`config.mk`:
```
export PLATFORM = sky130hd
export DESIGN_NAME = ctgs_front
export DESIGN_NICKNAME = d
export VERILOG_FILES = /design/src/design/ctgs_pkg.sv /design/src/design/ctgs_front.sv
export SDC_FILE = /design/constraint.sdc
export NUM_CORES = 2
export LEC_CHECK = 0
export ABC_AREA = 1
export BUFFER_PORTS_ARGS = -buffer_cell sky130_fd_sc_hd__buf_2
export CORE_MARGIN = 2
export CORE_UTILIZATION = 58
export DETAILED_ROUTE_END_ITERATION = 12
export GPL_ROUTABILITY_DRIVEN = 0
export PLACE_DENSITY = 0.75
export SLEW_MARGIN = 25
export SYNTH_ARGS = -nofsm -noshare
export SYNTH_HDL_FRONTEND = slang
export SYNTH_SLANG_ARGS = --single-unit
```
`constraint.sdc`:
```
create_clock -name clk -period 7.6 [get_ports clk]
set_input_delay 1.9 -clock clk [delete_from_list [all_inputs] [get_ports clk]]
set_output_delay 1.9 -clock clk [all_outputs]
set_load 0.01 [all_outputs]
```
`src/design/ctgs_pkg.sv`:
```
// Shared types, constants and helpers of the cached trilinear grid sampler.
// No dependencies.
package ctgs_pkg;

    localparam int GRID_X_DEF      = 64;
    localparam int GRID_Y_DEF      = 64;
    localparam int GRID_Z_DEF      = 64;
    localparam int MAX_DOMAINS_DEF = 8;
    localparam int QUEUE_DEPTH     = 2;

    localparam logic CMD_LOAD  = 1'b0;
    localparam logic CMD_QUERY = 1'b1;

    localparam logic signed [31:0] ORIGIN_RST = 32'sd0;
    localparam logic [31:0]        SCALE_RST  = 32'd65536;
    localparam logic [30:0]        BIAS_RST   = 31'd196608;

    typedef enum logic [2:0] {
        CFG_ORIGIN_X = 3'd0,
        CFG_ORIGIN_Y = 3'd1,
        CFG_ORIGIN_Z = 3'd2,
        CFG_SCALE_X  = 3'd3,
        CFG_SCALE_Y  = 3'd4,
        CFG_SCALE_Z  = 3'd5,
        CFG_BIAS     = 3'd6
    } ctgs_cfg_idx_t;

    typedef struct packed {
        logic              cmd;
        logic [17:0]       load_index;
        logic [31:0]       load_value;
        logic [2:0][31:0]  u;
        logic              new_domain;
        logic [2:0]        slot;
    } ctgs_job_t;

    typedef struct packed {
        logic              in_grid;
        logic [2:0][31:0]  low;
        logic [2:0][31:0]  high;
        logic [7:0][31:0]  corner;
    } ctgs_slot_t;

    function automatic logic signed [31:0] ctgs_sat32(input logic signed [57:0] v);
        logic signed [57:0] vmax;
        logic signed [57:0] vmin;
        logic signed [31:0] r;
        vmax = {26'b0, 32'h7FFF_FFFF};
        vmin = {{26{1'b1}}, 32'h8000_0000};
        if (v > vmax)
            r = 32'sh7FFF_FFFF;
        else if (v < vmin)
            r = 32'sh8000_0000;
        else
            r = v[31:0];
        return r;
    endfunction

endpackage

```
`src/design/ctgs_front.sv`:
```
// Front part: configuration registers, item intake and mapping of points to grid units.
// Depends on ctgs_pkg; feeds ctgs_fifo.
module ctgs_front (
    input  logic               clk,
    input  logic               rst_n,
    input  logic               cfg_valid,
    output logic               cfg_ready,
    input  logic [2:0]         cfg_index,
    input  logic [31:0]        cfg_data,
    input  logic               in_valid,
    output logic               in_stall,
    input  logic               cmd,
    input  logic [17:0]        load_index,
    input  logic signed [31:0] load_value,
    input  logic signed [31:0] pos_x,
    input  logic signed [31:0] pos_y,
    input  logic signed [31:0] pos_z,
    input  logic               new_domain,
    input  logic [2:0]         slot,
    output logic [30:0]        bias,
    output logic               q_push,
    output ctgs_pkg::ctgs_job_t q_job,
    input  logic               q_full
);
    import ctgs_pkg::*;

    typedef enum logic [2:0] {
        F_IDLE = 3'b001,
        F_CALC = 3'b010,
        F_PUSH = 3'b100
    } ctgs_fstate_t;

    ctgs_fstate_t       state_reg, state_next;
    ctgs_job_t          job_reg, job_next;
    logic [1:0]         cnt_reg, cnt_next;
    logic [2:0][32:0]   mag_reg, mag_next;
    logic [2:0]         neg_reg, neg_next;
    logic [48:0]        hi_reg, hi_next;
    logic [47:0]        lo_reg, lo_next;
    logic signed [31:0] origin_reg [3];
    logic [31:0]        scale_reg [3];
    logic [30:0]        bias_reg;

    logic [2:0][31:0]   pos_a;
    logic signed [33:0] diff;
    logic [48:0]        lo_round;
    logic [49:0]        usum;
    logic [31:0]        u_c;
    logic [1:0]         axis_out;

    assign pos_a     = {pos_z, pos_y, pos_x};
    assign in_stall  = (state_reg != F_IDLE);
    assign cfg_ready = 1'b1;
    assign bias      = bias_reg;
    assign q_push    = (state_reg == F_PUSH);
    assign q_job     = job_reg;
    assign axis_out  = cnt_reg - 2'd1;

    always_comb
    begin
        lo_round = {1'b0, lo_reg} + (neg_reg[axis_out] ? 49'h0FFFF : 49'h0);
        usum     = {1'b0, hi_reg} + {17'b0, lo_round[48:16]};
        if (!neg_reg[axis_out])
            u_c = (usum > 50'h7FFF_FFFF) ? 32'h7FFF_FFFF : usum[31:0];
        else
            u_c = (usum > 50'h8000_0000) ? 32'h8000_0000 : (32'h0 - usum[31:0]);
    end

    always_comb
    begin
        state_next = state_reg;
        job_next   = job_reg;
        cnt_next   = cnt_reg;
        mag_next   = mag_reg;
        neg_next   = neg_reg;
        hi_next    = hi_reg;
        lo_next    = lo_reg;
        diff       = '0;
        unique case (state_reg)
            F_IDLE:
            begin
                if (in_valid)
                begin
                    job_next.cmd        = cmd;
                    job_next.load_index = load_index;
                    job_next.load_value = load_value;
                    job_next.u          = '0;
                    job_next.new_domain = new_domain;
                    job_next.slot       = slot;
                    for (int d = 0; d < 3; d++)
                    begin
                        diff = $signed({{2{pos_a[d][31]}}, pos_a[d]})
                             - $signed({{2{origin_reg[d][31]}}, origin_reg[d]});
                        neg_next[d] = diff[33];
                        mag_next[d] = diff[33] ? 33'(-diff) : diff[32:0];
                    end
                    cnt_next   = '0;
                    state_next = (cmd == CMD_QUERY) ? F_CALC : F_PUSH;
                end
            end
            F_CALC:
            begin
                if (cnt_reg != 2'd3)
                begin
                    hi_next = 49'(mag_reg[cnt_reg][32:16] * scale_reg[cnt_reg]);
                    lo_next = 48'(mag_reg[cnt_reg][15:0] * scale_reg[cnt_reg]);
                end
                if (cnt_reg != 2'd0)
                begin
                    job_next.u[axis_out] = u_c;
                end
                cnt_next = cnt_reg + 2'd1;
                if (cnt_reg == 2'd3)
                begin
                    state_next = F_PUSH;
                end
            end
            F_PUSH:
            begin
                if (!q_full)
                begin
                    state_next = F_IDLE;
                end
            end
            default:
            begin
                state_next = F_IDLE;
            end
        endcase
    end

    always_ff @(posedge clk or negedge rst_n)
    begin
        if (!rst_n)
        begin
            state_reg <= F_IDLE;
            cnt_reg   <= '0;
            for (int d = 0; d < 3; d++)
            begin
                origin_reg[d] <= ORIGIN_RST;
                scale_reg[d]  <= SCALE_RST;
            end
            bias_reg <= BIAS_RST;
        end
        else
        begin
            state_reg <= state_next;
            cnt_reg   <= cnt_next;
            if (cfg_valid)
            begin
                unique case (ctgs_cfg_idx_t'(cfg_index))
                    CFG_ORIGIN_X: origin_reg[0] <= cfg_data;
                    CFG_ORIGIN_Y: origin_reg[1] <= cfg_data;
                    CFG_ORIGIN_Z: origin_reg[2] <= cfg_data;
                    CFG_SCALE_X:  scale_reg[0]  <= cfg_data;
                    CFG_SCALE_Y:  scale_reg[1]  <= cfg_data;
                    CFG_SCALE_Z:  scale_reg[2]  <= cfg_data;
                    CFG_BIAS:     bias_reg      <= cfg_data[30:0];
                    default:      ;
                endcase
            end
        end
    end

    always_ff @(posedge clk)
    begin
        job_reg <= job_next;
        mag_reg <= mag_next;
        neg_reg <= neg_next;
        hi_reg  <= hi_next;
        lo_reg  <= lo_next;
    end
endmodule

```
# Yosys cells after proc, flatten, opt, wreduce, memory -nomap -nowiden
# Cells that the tools add are included.
[totals]
in_bits = 191
mem_count = 0
word_cells = 102
out_inout_bits = 185
latchBits = 0
register_bits = 578
rom_bits = 0
ram_bits = 0
[op_classes]
n_addsub = 11
reduce_logical = 16
magnitude_cmp = 6
multipliers = 2
n_mux = 27
n_eq_ne = 16
shifts = 0
n_div = 0
bitwise_logic = 1
[ops]
columns = ["operator", "n"]
rows = [
  ["two-way mux 32 bit", 6],
  ["one-hot mux 96 bit (2 select lines)", 1],
  ["two-way mux 33 bit", 4],
  ["two-way mux 100 bit", 1],
  ["negator 33 bit", 3],
  ["subtractor 32 x 32 -> 33 bit", 3],
  ["bitwise mux 96 bit", 1],
  ["two-way mux 96 bit", 1],
  ["binary-select mux 33 bit (select 2 bit)", 1],
  ["binary-select mux 32 bit (select 2 bit)", 1],
  ["demux 32 bit (select 2 bit)", 1],
  ["adder 49 x 33 -> 50 bit", 1],
  ["greater-than comparator 50 x 31 -> 1 bit (second input constant)", 1],
  ["greater-than comparator 50 x 32 -> 1 bit (second input constant)", 1],
  ["adder 48 x 16 -> 49 bit", 1],
  ["multiplier 17 x 32 -> 49 bit", 1],
  ["multiplier 16 x 32 -> 48 bit", 1],
  ["subtractor 1 x 32 -> 32 bit (first input constant)", 1],
  ["AND reduction 2 bit", 10],
  ["two-way mux 16 bit", 1],
  ["equality test 3 bit (second input constant)", 4],
  ["two-way mux 3 bit", 4],
  ["inequality test 2 bit (second input constant)", 5],
  ["equality test 3 x 2 -> 1 bit (second input constant)", 3],
  ["18 further kinds", 22],
]

# Depth between registers and ports, before layout
[logic_depth]
depth_word = 12
depth_mapped = 46
ltp_nobuf = 42

# Least setup slack after synthesis
# Ideal clock, no wire load.
[synth_timing]
kind = "input -> register"
startpoint = "input in_valid"
endpoint = "register mag_reg[0] (netlist bit), enable pin"
stages = 2
t_arrival_ps = 8466
n_path_buf = 0
setup_time_ps = 678
setup_slack_ps = -1544
path_cell_list = "inv_1 -> nor2_1"
[synth_via]
elab_chain_len = 1
[synth_rtl]
columns = ["element", "line_no", "rtl"]
rows = [
  ["start, declared", "ctgs_front.sv:10", "input logic in_valid,"],
  ["AND reduction 2 bit (no line)", "n/a", ""],
  ["end signal, assigned", "ctgs_front.sv:168", "mag_reg <= mag_next;"],
  ["end, declared", "ctgs_front.sv:36", "logic [2:0][32:0] mag_reg, mag_next;"],
]
# No other way between the ends.
# A chain may end at the register's enable or synchronous reset.

# Worst setup path in the final report
[layout_timing]
startpoint = "register cnt_reg[1]"
endpoint = "register lo_reg[47], data pin"
[layout_via]
elab_chain_len = 5
[layout_rtl]
columns = ["element", "line_no", "rtl"]
rows = [
  ["start, declared", "ctgs_front.sv:35", "logic [1:0] cnt_reg, cnt_next;"],
  ["start signal, assigned", "ctgs_front.sv:148", "cnt_reg <= cnt_next;"],
  ["inverter 2 -> 3 bit (not written as such)", "ctgs_front.sv:106", "lo_next = 48'(mag_reg[cnt_reg][15:0] * scale_reg[cnt_reg]);"],
  ["binary-select mux 32 bit (select 2 bit)", "ctgs_front.sv:106", ""],
  ["two-way mux 32 bit (not written as such) (2 in series)", "ctgs_front.sv:106", ""],
  ["multiplier 16 x 32 -> 48 bit (*)", "ctgs_front.sv:106", ""],
  ["end signal, assigned", "ctgs_front.sv:171", "lo_reg <= lo_next;"],
  ["end, declared", "ctgs_front.sv:39", "logic [47:0] lo_reg, lo_next;"],
]
# Every way passes the cells marked *; elsewhere a longest branch is shown, timed or not. The select of a mux whose other input is x is not followed.

==> flow_summary.yaml <==
sta:
  drv_slew: 0
  worst_pin_slew_ns: 1.147
  worst_slack_ns: 0.1280
  whs_ns: 0.4823
  finalClockSkew_ns: 0.05347
  setup-violations-final: 0
  hold_violations: 0
  finalCritPeriodShare_pct: 98.32
  fin_crit_ns: 7.472
  maxSlewHeadroom_pct: 23.50
  fmax_mhz: 133.8
worst_hold_path:
  min_path_type: "flip-flop to flip-flop"
synth:
  syn-mean-instance-area_um2: 7.687
  synthFlopType: "edfxtp_1"
  yosysTopAreaCell: "fa_1"
  async_reset_ff_share_pct: 39.45
  synthTopCellsByArea: "fa_1 (25%), edfxtp_1 (15%), nand2_1 (14%), inv_1 (10%), dfrtp_1 (8.0%)"
  synth_fp_nets: 10514
  synth-edff-count: 350
  yosysMostFrequentCell: "nand2_1"
  synthesis.area_um2: 69590
  synth.yosys.seq_area_share_pct: 23.31
  synth_cell_types: 57
  synth_warnings: 0
  ys_ff_latch: 578
  netlist_top_cells_count: "nand2_1 (2565), inv_1 (1875), fa_1 (871), nor2_1 (687), o21ai_0 (453)"
  netlist_instances: 9053
  synth_top_area_share_pct: 25.06
critical_path:
  path_buf_inv: 5
  crit_family: "adder cells"
  critPathMaxFanout: 37
  cp_slowest_stage_delay_ns: 0.91
  worstSetupPathDepth: 23
  regToRegStartpoint: "cnt_reg[1]"
  crit_end: "lo_reg[47]"
  rrSetupSlack_ns: 0.13
  crit_chain: "inv_1 -> buf_12 -> o21ai_0 -> o21ai_2 -> nand2_1 -> fa_1 -> fa_1 -> fa_1 -> fa_1 -> inv_1 -> fa_1 -> fa_1 -> ha_1 -> nand2_1 -> nor2_1 -> inv_1 -> nor4_1 -> buf_4 -> nand3_1 -> nand3_1 -> nand2_1 -> nand3_1 -> xor2_1"
  slowest_stage: "o21ai_2"
  cp_common_cell: "fa_1"
  critPathKind: "flip-flop to flip-flop"
  critPathLaunch: "cnt_reg[1]"
  end_kind: "flip-flop"
  worstRegToRegCells: 23
  worst_ep_required_time_ns: 8.14
  start_kind: "flip-flop"
  timing.rr.end: "lo_reg[47]"
  cp.arrival_ns: 8.01
clock_tree:
  h-tree-depth: 3
  cts_root_buffer: "clkbuf_16"
  cts.clk_slew.worst_paths_ns: 0.06
  cts.sinks: 578
  clock_latency_ns: 0.72
  numCtsBuffers: 68
  clk_path_buf_depth: 3
  cts_tree: "yes"
grt:
  grt_first_pass_wirelength_um: 337400
  grt_remaining_overflow: 0
  grt_max_degree: 116
  first_global_vias: 62674
  grt_usage_pct: 35.56
  grt_antenna_before_repair: 6
detailed_routing:
  detail-route-antenna-nets: 0
  wire_per_inst_um: 19.61
  wirelength_um: 216900
  vias: 62388
  drt_iter0_markers: 6061
  drt_pass1_iterations: 12
  viasPerCell: 5.643
  drc: 2
placement:
  dp_slack_ns: -0.01593
  io_buffers: 374
  dp_hpwl_um: 170900
  dpl.cell_count: 10906
floorplan:
  io-pin-count: 376
  initial_core_util_pct: 58.24
  die_h_um: 350.4
  die_area_um2: 122800
  die_w_um: 350.4
  row_count: 127
  core_area_um2: 119500
run:
  drv_cap: 0
cells_and_area:
  fillerInstances: 10144
  syn_to_final_growth_pct: 10.84
  largest_reg_flops: 151
  post-route-util_pct: 64.55
  drive_gt1_share_pct: 8.611
  nets: 10847
  fin_cells: 11056
run_status:
  violations: "design-rule violations"
  status: "finished with violations"
-- cell usage in the layout (no fill, tap or decap), types with 8 or more instances in the layout --
cell,synthesis,routed
xor2_1,183,182
nand3_1,301,299
a21o_1,16,16
o21a_1,31,31
nor2_1,687,681
o21ai_4,0,29
buf_2,4,373
xnor2_1,78,76
o21ai_0,453,451
buf_12,0,37
dfrtp_1,222,220
o21ai_2,0,36
o211ai_1,14,14
a21boi_0,9,9
clkinv_1,4,15
nand4_1,96,96
nor4_1,20,20
clkbuf_1,285,9
clkbuf_16,0,68
buf_4,3,146
nor3_1,69,69
edfxtp_1,350,350
clkinv_2,0,9
ha_1,399,396
nor2_2,8,12
nand3b_1,17,17
inv_1,1875,1875
nand2_1,2565,2557
a21oi_1,289,284
o21ai_1,71,8
o21bai_1,18,17
fa_1,871,871
nand2_2,5,10
a31oi_1,32,31
-- layer usage --
metal | wire (µm) | vias up | global-route usage, % | share of wire [%]
met5 | 0 | - | 0 | 0
met4 | 16720 | 0 | 24.40 | 7.7
met3 | 22270 | 861 | 7.470 | 10
met2 | 100500 | 3641 | 57.99 | 46
met1 | 77350 | 29590 | 42.36 | 36
li1 | - | 28296 | - | -
-- what timing repair did --
| item | in CTS | in global routing |
|---|---|---|
| hold buffers | 0 | 0 |
| buffers inserted | 0 | 21 |
| endpoints found under the setup margin | 15 | 132 |
| pin swaps | 0 | 15 |
| cloned | 0 | 1 |
| resized for setup | 1 | 53 |
-- worst min-delay path by stage --
stage / start / end / slack, ns / depth (start not counted)
floorplan: scale_reg[64] / scale_reg[64] / 0.45 / 2
global placement: scale_reg[84] / scale_reg[84] / 0.46 / 2
detailed placement: scale_reg[68] / scale_reg[68] / 0.47 / 2
CTS: scale_reg[88] / scale_reg[88] / 0.48 / 2
global route: scale_reg[33] / scale_reg[33] / 0.50 / 2
finish: scale_reg[84] / scale_reg[84] / 0.48 / 2
-- logic make-up after synthesis --
logic type / after synthesis / synth area share [%]
and+or+nand+nor: 3802 / 21.90
buffers and inverters: 2184 / 11.84
adders and majority gates: 1270 / 32.23
AOI/OAI and AO/OA: 953 / 7.334
DFF: 578 / 23.31
xor gates and xnor gates: 265 / 3.378
other: 1 / 0.005389
-- cell type report --
cell class | instances | area, µm² | share of cell area (%)
timing repair buffer | 564 | 3814 | 4.944
inverter | 1882 | 7074 | 9.171
sequential | 578 | 16230 | 21.04
tap | 1612 | 2017 | 2.615
antenna | 3 | 7.507 | 0.009733
clock buffer | 82 | 1804 | 2.339
clock inverter | 43 | 450.4 | 0.5840
multi-input combinational | 6292 | 45740 | 59.30
-- worst min-delay path: cells and delay by family (launching register included) --
kind | cells | cell delay (ns)
flops | 1 | 0.34
simple gates | 1 | 0.05
compound gates | 1 | 0.06
-- metrics by stage --
stage / cell area (µm²) / setup TNS (ns)
after floorplan: 69590 / 0
after global placement: 74250 / 0
after detailed placement: 74320 / -0.01593
after CTS: 76580 / 0
after global routing: 77130 / -0.2300
final: 77140 / 0
Power is left out: the tool's default activity adds up to more than one toggle a clock period on the data nets, which glitch-free logic cannot reach.
