[src/design/ctgs_pkg.sv]
// Shared types, constants and helpers of the cached trilinear grid sampler.
// No dependencies.
package ctgs_pkg;

    localparam int GRID_X_DEF      = 64;
    localparam int GRID_Y_DEF      = 64;
    localparam int GRID_Z_DEF      = 64;
    localparam int MAX_DOMAINS_DEF = 8;
    localparam int QUEUE_DEPTH     = 2;

    localparam logic CMD_LOAD  = 1'b0;
    localparam logic CMD_QUERY = 1'b1;

    localparam logic signed [31:0] ORIGIN_RST = 32'sd0;
    localparam logic [31:0]        SCALE_RST  = 32'd65536;
    localparam logic [30:0]        BIAS_RST   = 31'd196608;

    typedef enum logic [2:0] {
        CFG_ORIGIN_X = 3'd0,
        CFG_ORIGIN_Y = 3'd1,
        CFG_ORIGIN_Z = 3'd2,
        CFG_SCALE_X  = 3'd3,
        CFG_SCALE_Y  = 3'd4,
        CFG_SCALE_Z  = 3'd5,
        CFG_BIAS     = 3'd6
    } ctgs_cfg_idx_t;

    typedef struct packed {
        logic              cmd;
        logic [17:0]       load_index;
        logic [31:0]       load_value;
        logic [2:0][31:0]  u;
        logic              new_domain;
        logic [2:0]        slot;
    } ctgs_job_t;

    typedef struct packed {
        logic              in_grid;
        logic [2:0][31:0]  low;
        logic [2:0][31:0]  high;
        logic [7:0][31:0]  corner;
    } ctgs_slot_t;

    function automatic logic signed [31:0] ctgs_sat32(input logic signed [57:0] v);
        logic signed [57:0] vmax;
        logic signed [57:0] vmin;
        logic signed [31:0] r;
        vmax = {26'b0, 32'h7FFF_FFFF};
        vmin = {{26{1'b1}}, 32'h8000_0000};
        if (v > vmax)
            r = 32'sh7FFF_FFFF;
        else if (v < vmin)
            r = 32'sh8000_0000;
        else
            r = v[31:0];
        return r;
    endfunction

endpackage

[src/design/ctgs_fifo.sv]
// Short item queue between the front and back parts of the sampler.
// Depends on ctgs_pkg.
module ctgs_fifo (
    input  logic              clk,
    input  logic              rst_n,
    input  logic              push,
    input  ctgs_pkg::ctgs_job_t push_job,
    output logic              full,
    input  logic              pop,
    output ctgs_pkg::ctgs_job_t head,
    output logic              empty
);
    import ctgs_pkg::*;

    localparam int PW = (QUEUE_DEPTH > 1) ? $clog2(QUEUE_DEPTH) : 1;
    localparam int CW = $clog2(QUEUE_DEPTH + 1);

    ctgs_job_t       mem_reg [QUEUE_DEPTH];
    logic [PW-1:0]   wp_reg, wp_next;
    logic [PW-1:0]   rp_reg, rp_next;
    logic [CW-1:0]   cnt_reg, cnt_next;

    assign full  = (cnt_reg == CW'(QUEUE_DEPTH));
    assign empty = (cnt_reg == '0);
    assign head  = mem_reg[rp_reg];

    always_comb
    begin
        wp_next  = wp_reg;
        rp_next  = rp_reg;
        cnt_next = cnt_reg;
        if (push && !full)
        begin
            wp_next  = (wp_reg == PW'(QUEUE_DEPTH - 1)) ? '0 : wp_reg + 1'b1;
        end
        if (pop && !empty)
        begin
            rp_next  = (rp_reg == PW'(QUEUE_DEPTH - 1)) ? '0 : rp_reg + 1'b1;
        end
        if ((push && !full) && !(pop && !empty))
            cnt_next = cnt_reg + 1'b1;
        else if (!(push && !full) && (pop && !empty))
            cnt_next = cnt_reg - 1'b1;
    end

    always_ff @(posedge clk or negedge rst_n)
    begin
        if (!rst_n)
        begin
            wp_reg  <= '0;
            rp_reg  <= '0;
            cnt_reg <= '0;
        end
        else
        begin
            wp_reg  <= wp_next;
            rp_reg  <= rp_next;
            cnt_reg <= cnt_next;
        end
    end

    always_ff @(posedge clk)
    begin
        if (push && !full)
        begin
            mem_reg[wp_reg] <= push_job;
        end
    end
endmodule

[config.mk]
export PLATFORM = sky130hd
export DESIGN_NAME = ctgs_fifo
export DESIGN_NICKNAME = d
export VERILOG_FILES = /design/src/design/ctgs_pkg.sv /design/src/design/ctgs_fifo.sv
export SDC_FILE = /design/constraint.sdc
export NUM_CORES = 1
export LEC_CHECK = 0
export BUFFER_PORTS_ARGS = -buffer_cell sky130_fd_sc_hd__buf_2
export CORE_ASPECT_RATIO = 1.4
export CORE_MARGIN = 4
export CORE_UTILIZATION = 54
export CTS_BUF_LIST = sky130_fd_sc_hd__clkbuf_8
export DETAILED_ROUTE_END_ITERATION = 8
export GPL_TIMING_DRIVEN = 0
export HOLD_SLACK_MARGIN = 0.02
export PLACE_DENSITY = 0.87
export RECOVER_POWER = 100
export SYNTH_ARGS = -nofsm -noshare
export SYNTH_HDL_FRONTEND = slang
export SYNTH_SLANG_ARGS = --single-unit
[constraint.sdc]
create_clock -name clk -period 10.5 [get_ports clk]
set_clock_uncertainty 0.15 [all_clocks]
set_input_delay 2.1 -clock clk [delete_from_list [all_inputs] [get_ports clk]]
set_output_delay 2.1 -clock clk [all_outputs]
set_load 0.01 [all_outputs]
---- Word-level counts from Yosys, hierarchy flattened ----
Memory sizes are Yosys's and may differ from the RTL's.
Cells that the tools add are included.
Widths: inputs -> output; s select.
operators by class
  add/sub/neg operators ................... 4
  equal/unequal tests ..................... 1
  muxes and demuxes ....................... 6
  reduce and logical (&&, ||, !) cells .... 10
operators with widths
  kind                 number
  $logic_and 1x1->1    4
  $logic_not 1->1      4
  $mux 1               4
  $mux 2               2
  $add 1x1->1 const B  2
  $add 2x1->2 const B  1
  $eq 2x2->1 const B   1
  $logic_not 2->1      1
  $reduce_bool 2->1    1
  $sub 2x1->2 const B  1
storage, ports and cells
  bits in registers ....................... 4
  bits in writable memories ............... 302
  bits of input ports ..................... 155
  output and inout bits ................... 153
  logic and storage cells ................. 25
  memories ................................ 1
memory list
  name     words  width  rd ports  clocked after Yosys merged registers in  write ports  line             RTL
  mem_reg  2      151    1         0                                        1            ctgs_fifo.sv:18  ctgs_job_t mem_reg [QUEUE_DEPTH];

---- Longest topological paths before layout ----
Gate-level depths: netlist of run 1.
  word-level depth ........................ 7
  gate-level depth with buffers ........... 7
  depth with buffers taken out ............ 7

---- Worst setup path after synthesis of run 1 ----
No wires, ideal clock.
  path kind ............................... input-to-reg
  from .................................... input port push
  to ...................................... memory mem_reg[0][0] (netlist name), enable pin
  library setup time ...................... 0.663 ns
  arrival ................................. 8.457 ns
  required time ........................... 9.687 ns
  setup slack ............................. 1.229 ns
  stages on the path ...................... 2
  buffers on the path ..................... 0
  cell sequence ........................... nand2_1 nor2_1
on the way
  word-level cells in the longest chain between the ends .. 3
RTL lines
  element                       line             RTL
  start, declared               ctgs_fifo.sv:6   input logic push,
  $logic_and 1x1->1             ctgs_fifo.sv:64  if (push && !full)
  $mux 1                        ctgs_fifo.sv:64
  $mux 1 (not written as such)  ctgs_fifo.sv:66  mem_reg[wp_reg] <= push_job;
  end, declared                 ctgs_fifo.sv:18
Every way passes these cells.

---- Final worst setup path of run 1 ----
  from .................................... input port push
  to ...................................... memory mem_reg[0][79] (netlist name), enable pin
Same word-level chain as after synthesis.

==> flow_metrics.tcl, run 1 <==
set metrics [dict create \
    max_slew_margin -1.47 \
    synthCells 489 \
    maxCapViolCount 5 \
    leakage_nw 4.87 \
    grt_start_max_net_pins 66 \
    synth.top_cells.by_count "sky130_fd_sc_hd__edfxtp_1 (302), sky130_fd_sc_hd__mux2_4 (80), sky130_fd_sc_hd__mux2_2 (71)" \
    cellInternalPower_mw 2.59 \
    syn-mean-instance-area_um2 23.3 \
    route.detailed.drc 0 \
    sequentialPowerShare 0.473 \
    fp.coreArea_um2 20600 \
    grt.met3_usage 0.0578 \
    met1_usage 0.189 \
    rsz_0062_raised_after_global_routing "no" \
    die_y_um 180 \
    timing.setup.critical_path_class "input pin to flop" \
    final_number_of_max_transition_violations 223 \
    design.die.area_um2 23600 \
    nets 1005 \
    synth_cell_types 15 \
    synth_fp_nets 645 \
    htreeDepth 2 \
    post-place-ws_ns 6.52 \
    ys_dominant_reg_cell "sky130_fd_sc_hd__edfxtp_1" \
    startpoint_type "input pin" \
    drt-pass1-iter-count 5 \
    yosys.area.top_type "sky130_fd_sc_hd__edfxtp_1" \
    vias_per_cell 5.12 \
    report.final.setup_viol 0 \
    effective_utilization_at_floorplan 0.553 \
    drt_wl_total_um 22700 \
    violations "max-capacitance violations, max-slew violations" \
    p_clk_frac 0.234 \
    status "finished with violations" \
    worstMarginPinSlew_ns 3.70 \
    cts_buffers 44 \
    synth-async-reset-ratio 0.0131 \
    cts_max_path_buffers 3 \
    post-cts-setup-buffers 0 \
    dpl.hpwl_um 15900 \
    grt_util_all_layers 0.186 \
    switchingPower_mw 1.12 \
    clock_latency_ns 0.52 \
    drt_first_iter_violations 222 \
    post_cts_resized 0 \
    io_buffers 307 \
    synth_area_leaders "sky130_fd_sc_hd__edfxtp_1 (79%), sky130_fd_sc_hd__mux2_4 (11%), sky130_fd_sc_hd__mux2_2 (7.0%)" \
    critPathCaptureType "flop" \
    largest_register_ffs 302 \
    max_freq_ghz 0.146 \
    rows 62 \
    worst_hold_path_type "flop to flop" \
    timing.reg2reg.setup_slack_ns 4.69 \
    dr_total_vias 5806 \
    synth-seq-area-share 0.803 \
    clock_tree.root_cell "sky130_fd_sc_hd__clkbuf_8" \
    number_of_enable_type_register_cells_in_the_synthesized_netlist 302 \
    timing.final.crit_share 0.653 \
    first_global_vias 6434 \
    synth.cell_area_um2 11400 \
    yosys_warnings 0 \
    first_pass_grt_wire_length_um 33600 \
    synth-seq-cells 306 \
    overflow 0 \
    ioPinCount 308 \
    final_hold_viol_count 0 \
    globalRoute.busiestLayer "met2" \
    proportion_of_power_drawn_by_combinational_gates 0.293 \
    sw_frac_of_total 0.301 \
    gr_layer_usage_met2 0.343 \
    cts_hold_buffers 0 \
    finalCoreUtilization 0.659 \
    power_density_nw_per_um2 273 \
    timing.final.crit_period_ns 6.86 \
    cp_data_arrival_time_ns 6.82 \
    die_x_extent_um 131 \
    synth.most_common_cell "sky130_fd_sc_hd__edfxtp_1" \
    timing.critical_path.fanout_max 29 \
    synth_top_area_share 0.795 \
    final_layout_size_suffix_gt1_frac 0.341 \
    tritoncts_num_sinks 306 \
    required_ns 10.46 \
    tritoncts_clock_tree "done" \
    ir_worst_vdd_uv 230 \
    flow.area_growth_from_synthesis_pct 19.1 \
    gpl.final_weighted_congestion 0.728 \
    routedWlPerCell_um 20.0 \
    grt_antenna_before_repair 3 \
    detail-route-antenna-nets 0 \
    cts.clk_slew.worst_paths_ns 0.06 \
    worst_case_setup_margin_in_the_final_layout_ns 3.64 \
]
[stage by stage]
stage	setup TNS [ns]	total power, mW	instance area (um^2)	instances	hold slack [ns]
5_1_grt	0	3.91	13600	1133	0.399
6_report	0	3.71	13600	1133	0.353
3_3_place_gp	-311.21	3.11	13300	1052	0.327
4_1_cts	0	3.99	14300	1132	0.401
3_5_place_dp	0	3.11	13400	1059	0.394
2_1_floorplan	0	2.65	11400	489	0.311
[worst max-delay path, stage by stage]
cell and delay [ns]:
sky130_fd_sc_hd__buf_2 0.09, sky130_fd_sc_hd__nand2_1 0.08, sky130_fd_sc_hd__nor2_1 1.00, sky130_fd_sc_hd__clkbuf_1 1.12, sky130_fd_sc_hd__clkbuf_1 1.30, sky130_fd_sc_hd__clkbuf_1 1.08
[cell families after synthesis]
kind of cell,Yosys count,share of synthesized area
DFF,306,0.803
buffers and inverters,19,0.0136
xor gates and xnor gates,5,0.00384
adders and majority gates,1,0.00110
and+or+nand+nor,6,0.00241
muxes,151,0.175
AOI/OAI and AO/OA,1,0.000438
[cells in the final DEF (no fill, tap or decap), drive strengths merged]
cell type,instances
edfxtp,302
clkbuf,200
buf,176
mux2,151
inv,14
clkinv,12
dfrtp,4
nor2,3
xnor2,3
bufinv,3
xor2,2
diode,1
nand2b,1
o21ai,1
nand2,1
and3,1
ha,1
clkinvlp,1
[power by group through the flow]
stage	clock network, mW	registers, mW	logic, mW
2_1_floorplan	0	1.80	0.850
3_3_place_gp	0	1.84	1.27
3_5_place_dp	0	1.76	1.35
4_1_cts	0.898	1.74	1.35
5_1_grt	0.955	1.78	1.18
6_report	0.869	1.75	1.09
[final cells by class]
type | instances | area (um^2)
diodes | 1 | 2.50
plain buffers | 17 | 63.8
clock buffers | 45 | 619
clock inverters | 28 | 190
fillers | 1507 | 7050
inverters | 2 | 7.51
multi-input cells | 164 | 1820
flip-flops and latches | 306 | 9170
well taps | 256 | 320
repair buffers | 314 | 1400
[layer usage]
metal  part of all wire  wire [um]
met5             0.0011         26
met4              0.041        934
met3              0.073       1650
met2               0.54      12200
met1               0.35       7830
[worst paths after layout]
check,end,from,cells after the start
setup / recovery,mem_reg[0][79]$_DFFE_PP_,push,6
hold / removal,wp_reg$_DFFE_PN0N_,wp_reg$_DFFE_PN0N_,1
setup reg to reg,mem_reg[0][79]$_DFFE_PP_,cnt_reg[0]$_DFFE_PN0P_,6
hold reg to reg,wp_reg$_DFFE_PN0N_,wp_reg$_DFFE_PN0N_,1
max in group asynchronous,wp_reg$_DFFE_PN0N_,rst_n,1
min in group asynchronous,cnt_reg[1]$_DFFE_PN0P_,rst_n,1
(Power assumes the default switching activity.)
==> run 2: changes to the inputs <==
==> constraint.sdc (replaced) <==
create_clock -name clk -period 6.64 [get_ports clk]
set_clock_uncertainty 0.15 [all_clocks]
set_input_delay 1.328 -clock clk [delete_from_list [all_inputs] [get_ports clk]]
set_output_delay 1.328 -clock clk [all_outputs]
set_load 0.01 [all_outputs]
==> run 2 against run 1 <==
Net effect:
- the flow still finishes with violations (max-capacitance violations, max-slew violations)
- power is 60% higher
- flip-flop and latch count stayed put
- register-to-register slack got worse by 2.5 ns
- cell area rose by 0.87%
- critical endpoint is now mem_reg[1][49]$_DFFE_PP_
- largest cell class unchanged
==> flow_metrics.tcl, run 2 (synthesized netlist as in run 1, its figures left out) <==
set metrics [dict create \
    status "finished with violations" \
    violations "max-capacitance violations, max-slew violations" \
    gpl.final_weighted_congestion 0.736 \
    worst_hold_path_type "flop to flop" \
    final_hold_viol_count 0 \
    drt-pass1-iter-count 6 \
    critical_path.startpoint "push" \
    cts_hold_buffers 0 \
    grt_antenna_before_repair 3 \
    max_slew_margin -0.318 \
    routedWlPerCell_um 19.7 \
    startpoint_type "input pin" \
    final_layout_size_suffix_gt1_frac 0.353 \
    hp-start "cnt_reg[1]$_DFFE_PN0P_" \
    first_global_vias 6407 \
    timing.final.crit_share 0.699 \
    route.detailed.drc 0 \
    cp_num_buf_inv 3 \
    r2r_start "cnt_reg[0]$_DFFE_PN0P_" \
    cpMaxStageDelayCell "sky130_fd_sc_hd__and3_1" \
    critPathTopFamily "buffers and inverters" \
    detail-route-antenna-nets 0 \
    leakage_nw 4.92 \
    post_cts_resized 0 \
    critPathCaptureType "flop" \
    cp_slowest_stage_delay_ns 1.47 \
    grt_start_max_net_pins 68 \
    flow.area_growth_from_synthesis_pct 20.1 \
    die_x_extent_um 131 \
    drt_first_iter_violations 294 \
    first_pass_grt_wire_length_um 33800 \
    ir_worst_vdd_uv 287 \
    fp.coreArea_um2 20600 \
    tritoncts_num_sinks 306 \
    instances_no_fill 1139 \
    nets 1006 \
    timing.critical_path.fanout_max 67 \
    timing.setup.critical_path_class "input pin to flop" \
    required_ns 6.61 \
    rsz_0062_raised_after_global_routing "no" \
    io_buffers 307 \
    htreeDepth 2 \
    cts.clk_slew.worst_paths_ns 0.06 \
    final_cell_mix "sky130_fd_sc_hd__edfxtp_1 (302), sky130_fd_sc_hd__buf_2 (173), sky130_fd_sc_hd__clkbuf_1 (151)" \
    cts_max_path_buffers 3 \
    ioPinCount 308 \
    design.die.area_um2 23600 \
    clock_tree.root_cell "sky130_fd_sc_hd__clkbuf_8" \
    post-cts-setup-buffers 0 \
    clock_latency_ns 0.53 \
    tritoncts_clock_tree "done" \
    cp_data_arrival_time_ns 4.61 \
    final_number_of_max_transition_violations 141 \
    layout_commonest_cell "sky130_fd_sc_hd__edfxtp_1" \
    finalCoreUtilization 0.664 \
    dr_total_vias 5819 \
    timing.final.crit_period_ns 4.64 \
    timing.hold.ws_ns 0.382 \
    max_freq_ghz 0.215 \
    crit_path_cell_trace "buf_2, and3_1, buf_16, clkbuf_2" \
    power_density_nw_per_um2 432 \
    numPlacedInstances 1059 \
    vias_per_cell 5.11 \
    die_y_um 180 \
    worstMarginPinSlew_ns 1.98 \
    overflow 0 \
    dpl.hpwl_um 15700 \
    report.final.setup_viol 0 \
    cts_buffers 45 \
    drt_wl_total_um 22400 \
    grt_util_all_layers 0.186 \
    largest_register_ffs 302 \
    rows 62 \
    maxCapViolCount 3 \
    effective_utilization_at_floorplan 0.553 \
]
## run 2: changes by cell type in the layout (fill, tap and decap cells not counted), sizes merged
cell / change
buf: +3
clkinv: +6
clkbuf: -1
inv: -2
## run 2: per-stage QoR
stage,instance area [um^2],TNS [ns],total power [mW],setup WS (ns)
2_1_floorplan,11400,0,4.16,0.693
3_3_place_gp,13300,-300.86,4.87,-1.32
3_5_place_dp,13400,0,4.91,3.39
4_1_cts,14300,0,6.35,3.20
5_1_grt,13700,0,6.24,1.61
6_report,13700,0,5.92,2.00
## run 2: power breakdown
part | internal, mW | total [mW] | switching, mW
clock network | 0.771 | 1.43 | 0.657
registers | 2.65 | 2.75 | 0.0949
logic | 0.714 | 1.75 | 1.03
## run 2: cell type report
cell class                 count  area [um^2]
inverter                       2         7.51
clock buffer                  47          647
multi-input combinational    164         1820
clock inverter                32          209
tap                          256          320
buffer                        17         63.8
timing repair buffer         314         1470
fill                        1475         6930
sequential                   306         9170
antenna                        1         2.50
## run 2: metal layers
layer | part of all wire | up-vias | track usage | routed length [um]
met3 | 0.079 | 68 | 0.0587 | 1780
met5 | 0.0010 | - | 0 | 23
met2 | 0.53 | 248 | 0.333 | 11900
met1 | 0.35 | 2830 | 0.197 | 7830
met4 | 0.038 | 4 | 0.0832 | 841
li1 | - | 2669 | - | -
## run 2: final timing paths
path,slack [ns],end,depth (start not counted)
setup / recovery,2.00,mem_reg[1][49]$_DFFE_PP_,4
hold / removal,0.38,cnt_reg[1]$_DFFE_PN0P_,1
setup reg to reg,2.23,mem_reg[1][49]$_DFFE_PP_,4
hold reg to reg,0.38,cnt_reg[1]$_DFFE_PN0P_,1
max in group asynchronous,5.68,cnt_reg[0]$_DFFE_PN0P_,1
min in group asynchronous,0.47,rp_reg$_DFFE_PN0P_,1
## run 2: worst reg2reg max path, stage by stage, from the launching register on
cell and delay (ns):
sky130_fd_sc_hd__dfrtp_1 0.44, sky130_fd_sc_hd__nand2b_1 0.18, sky130_fd_sc_hd__and3_1 1.50, sky130_fd_sc_hd__buf_16 0.34, sky130_fd_sc_hd__clkbuf_2 1.32
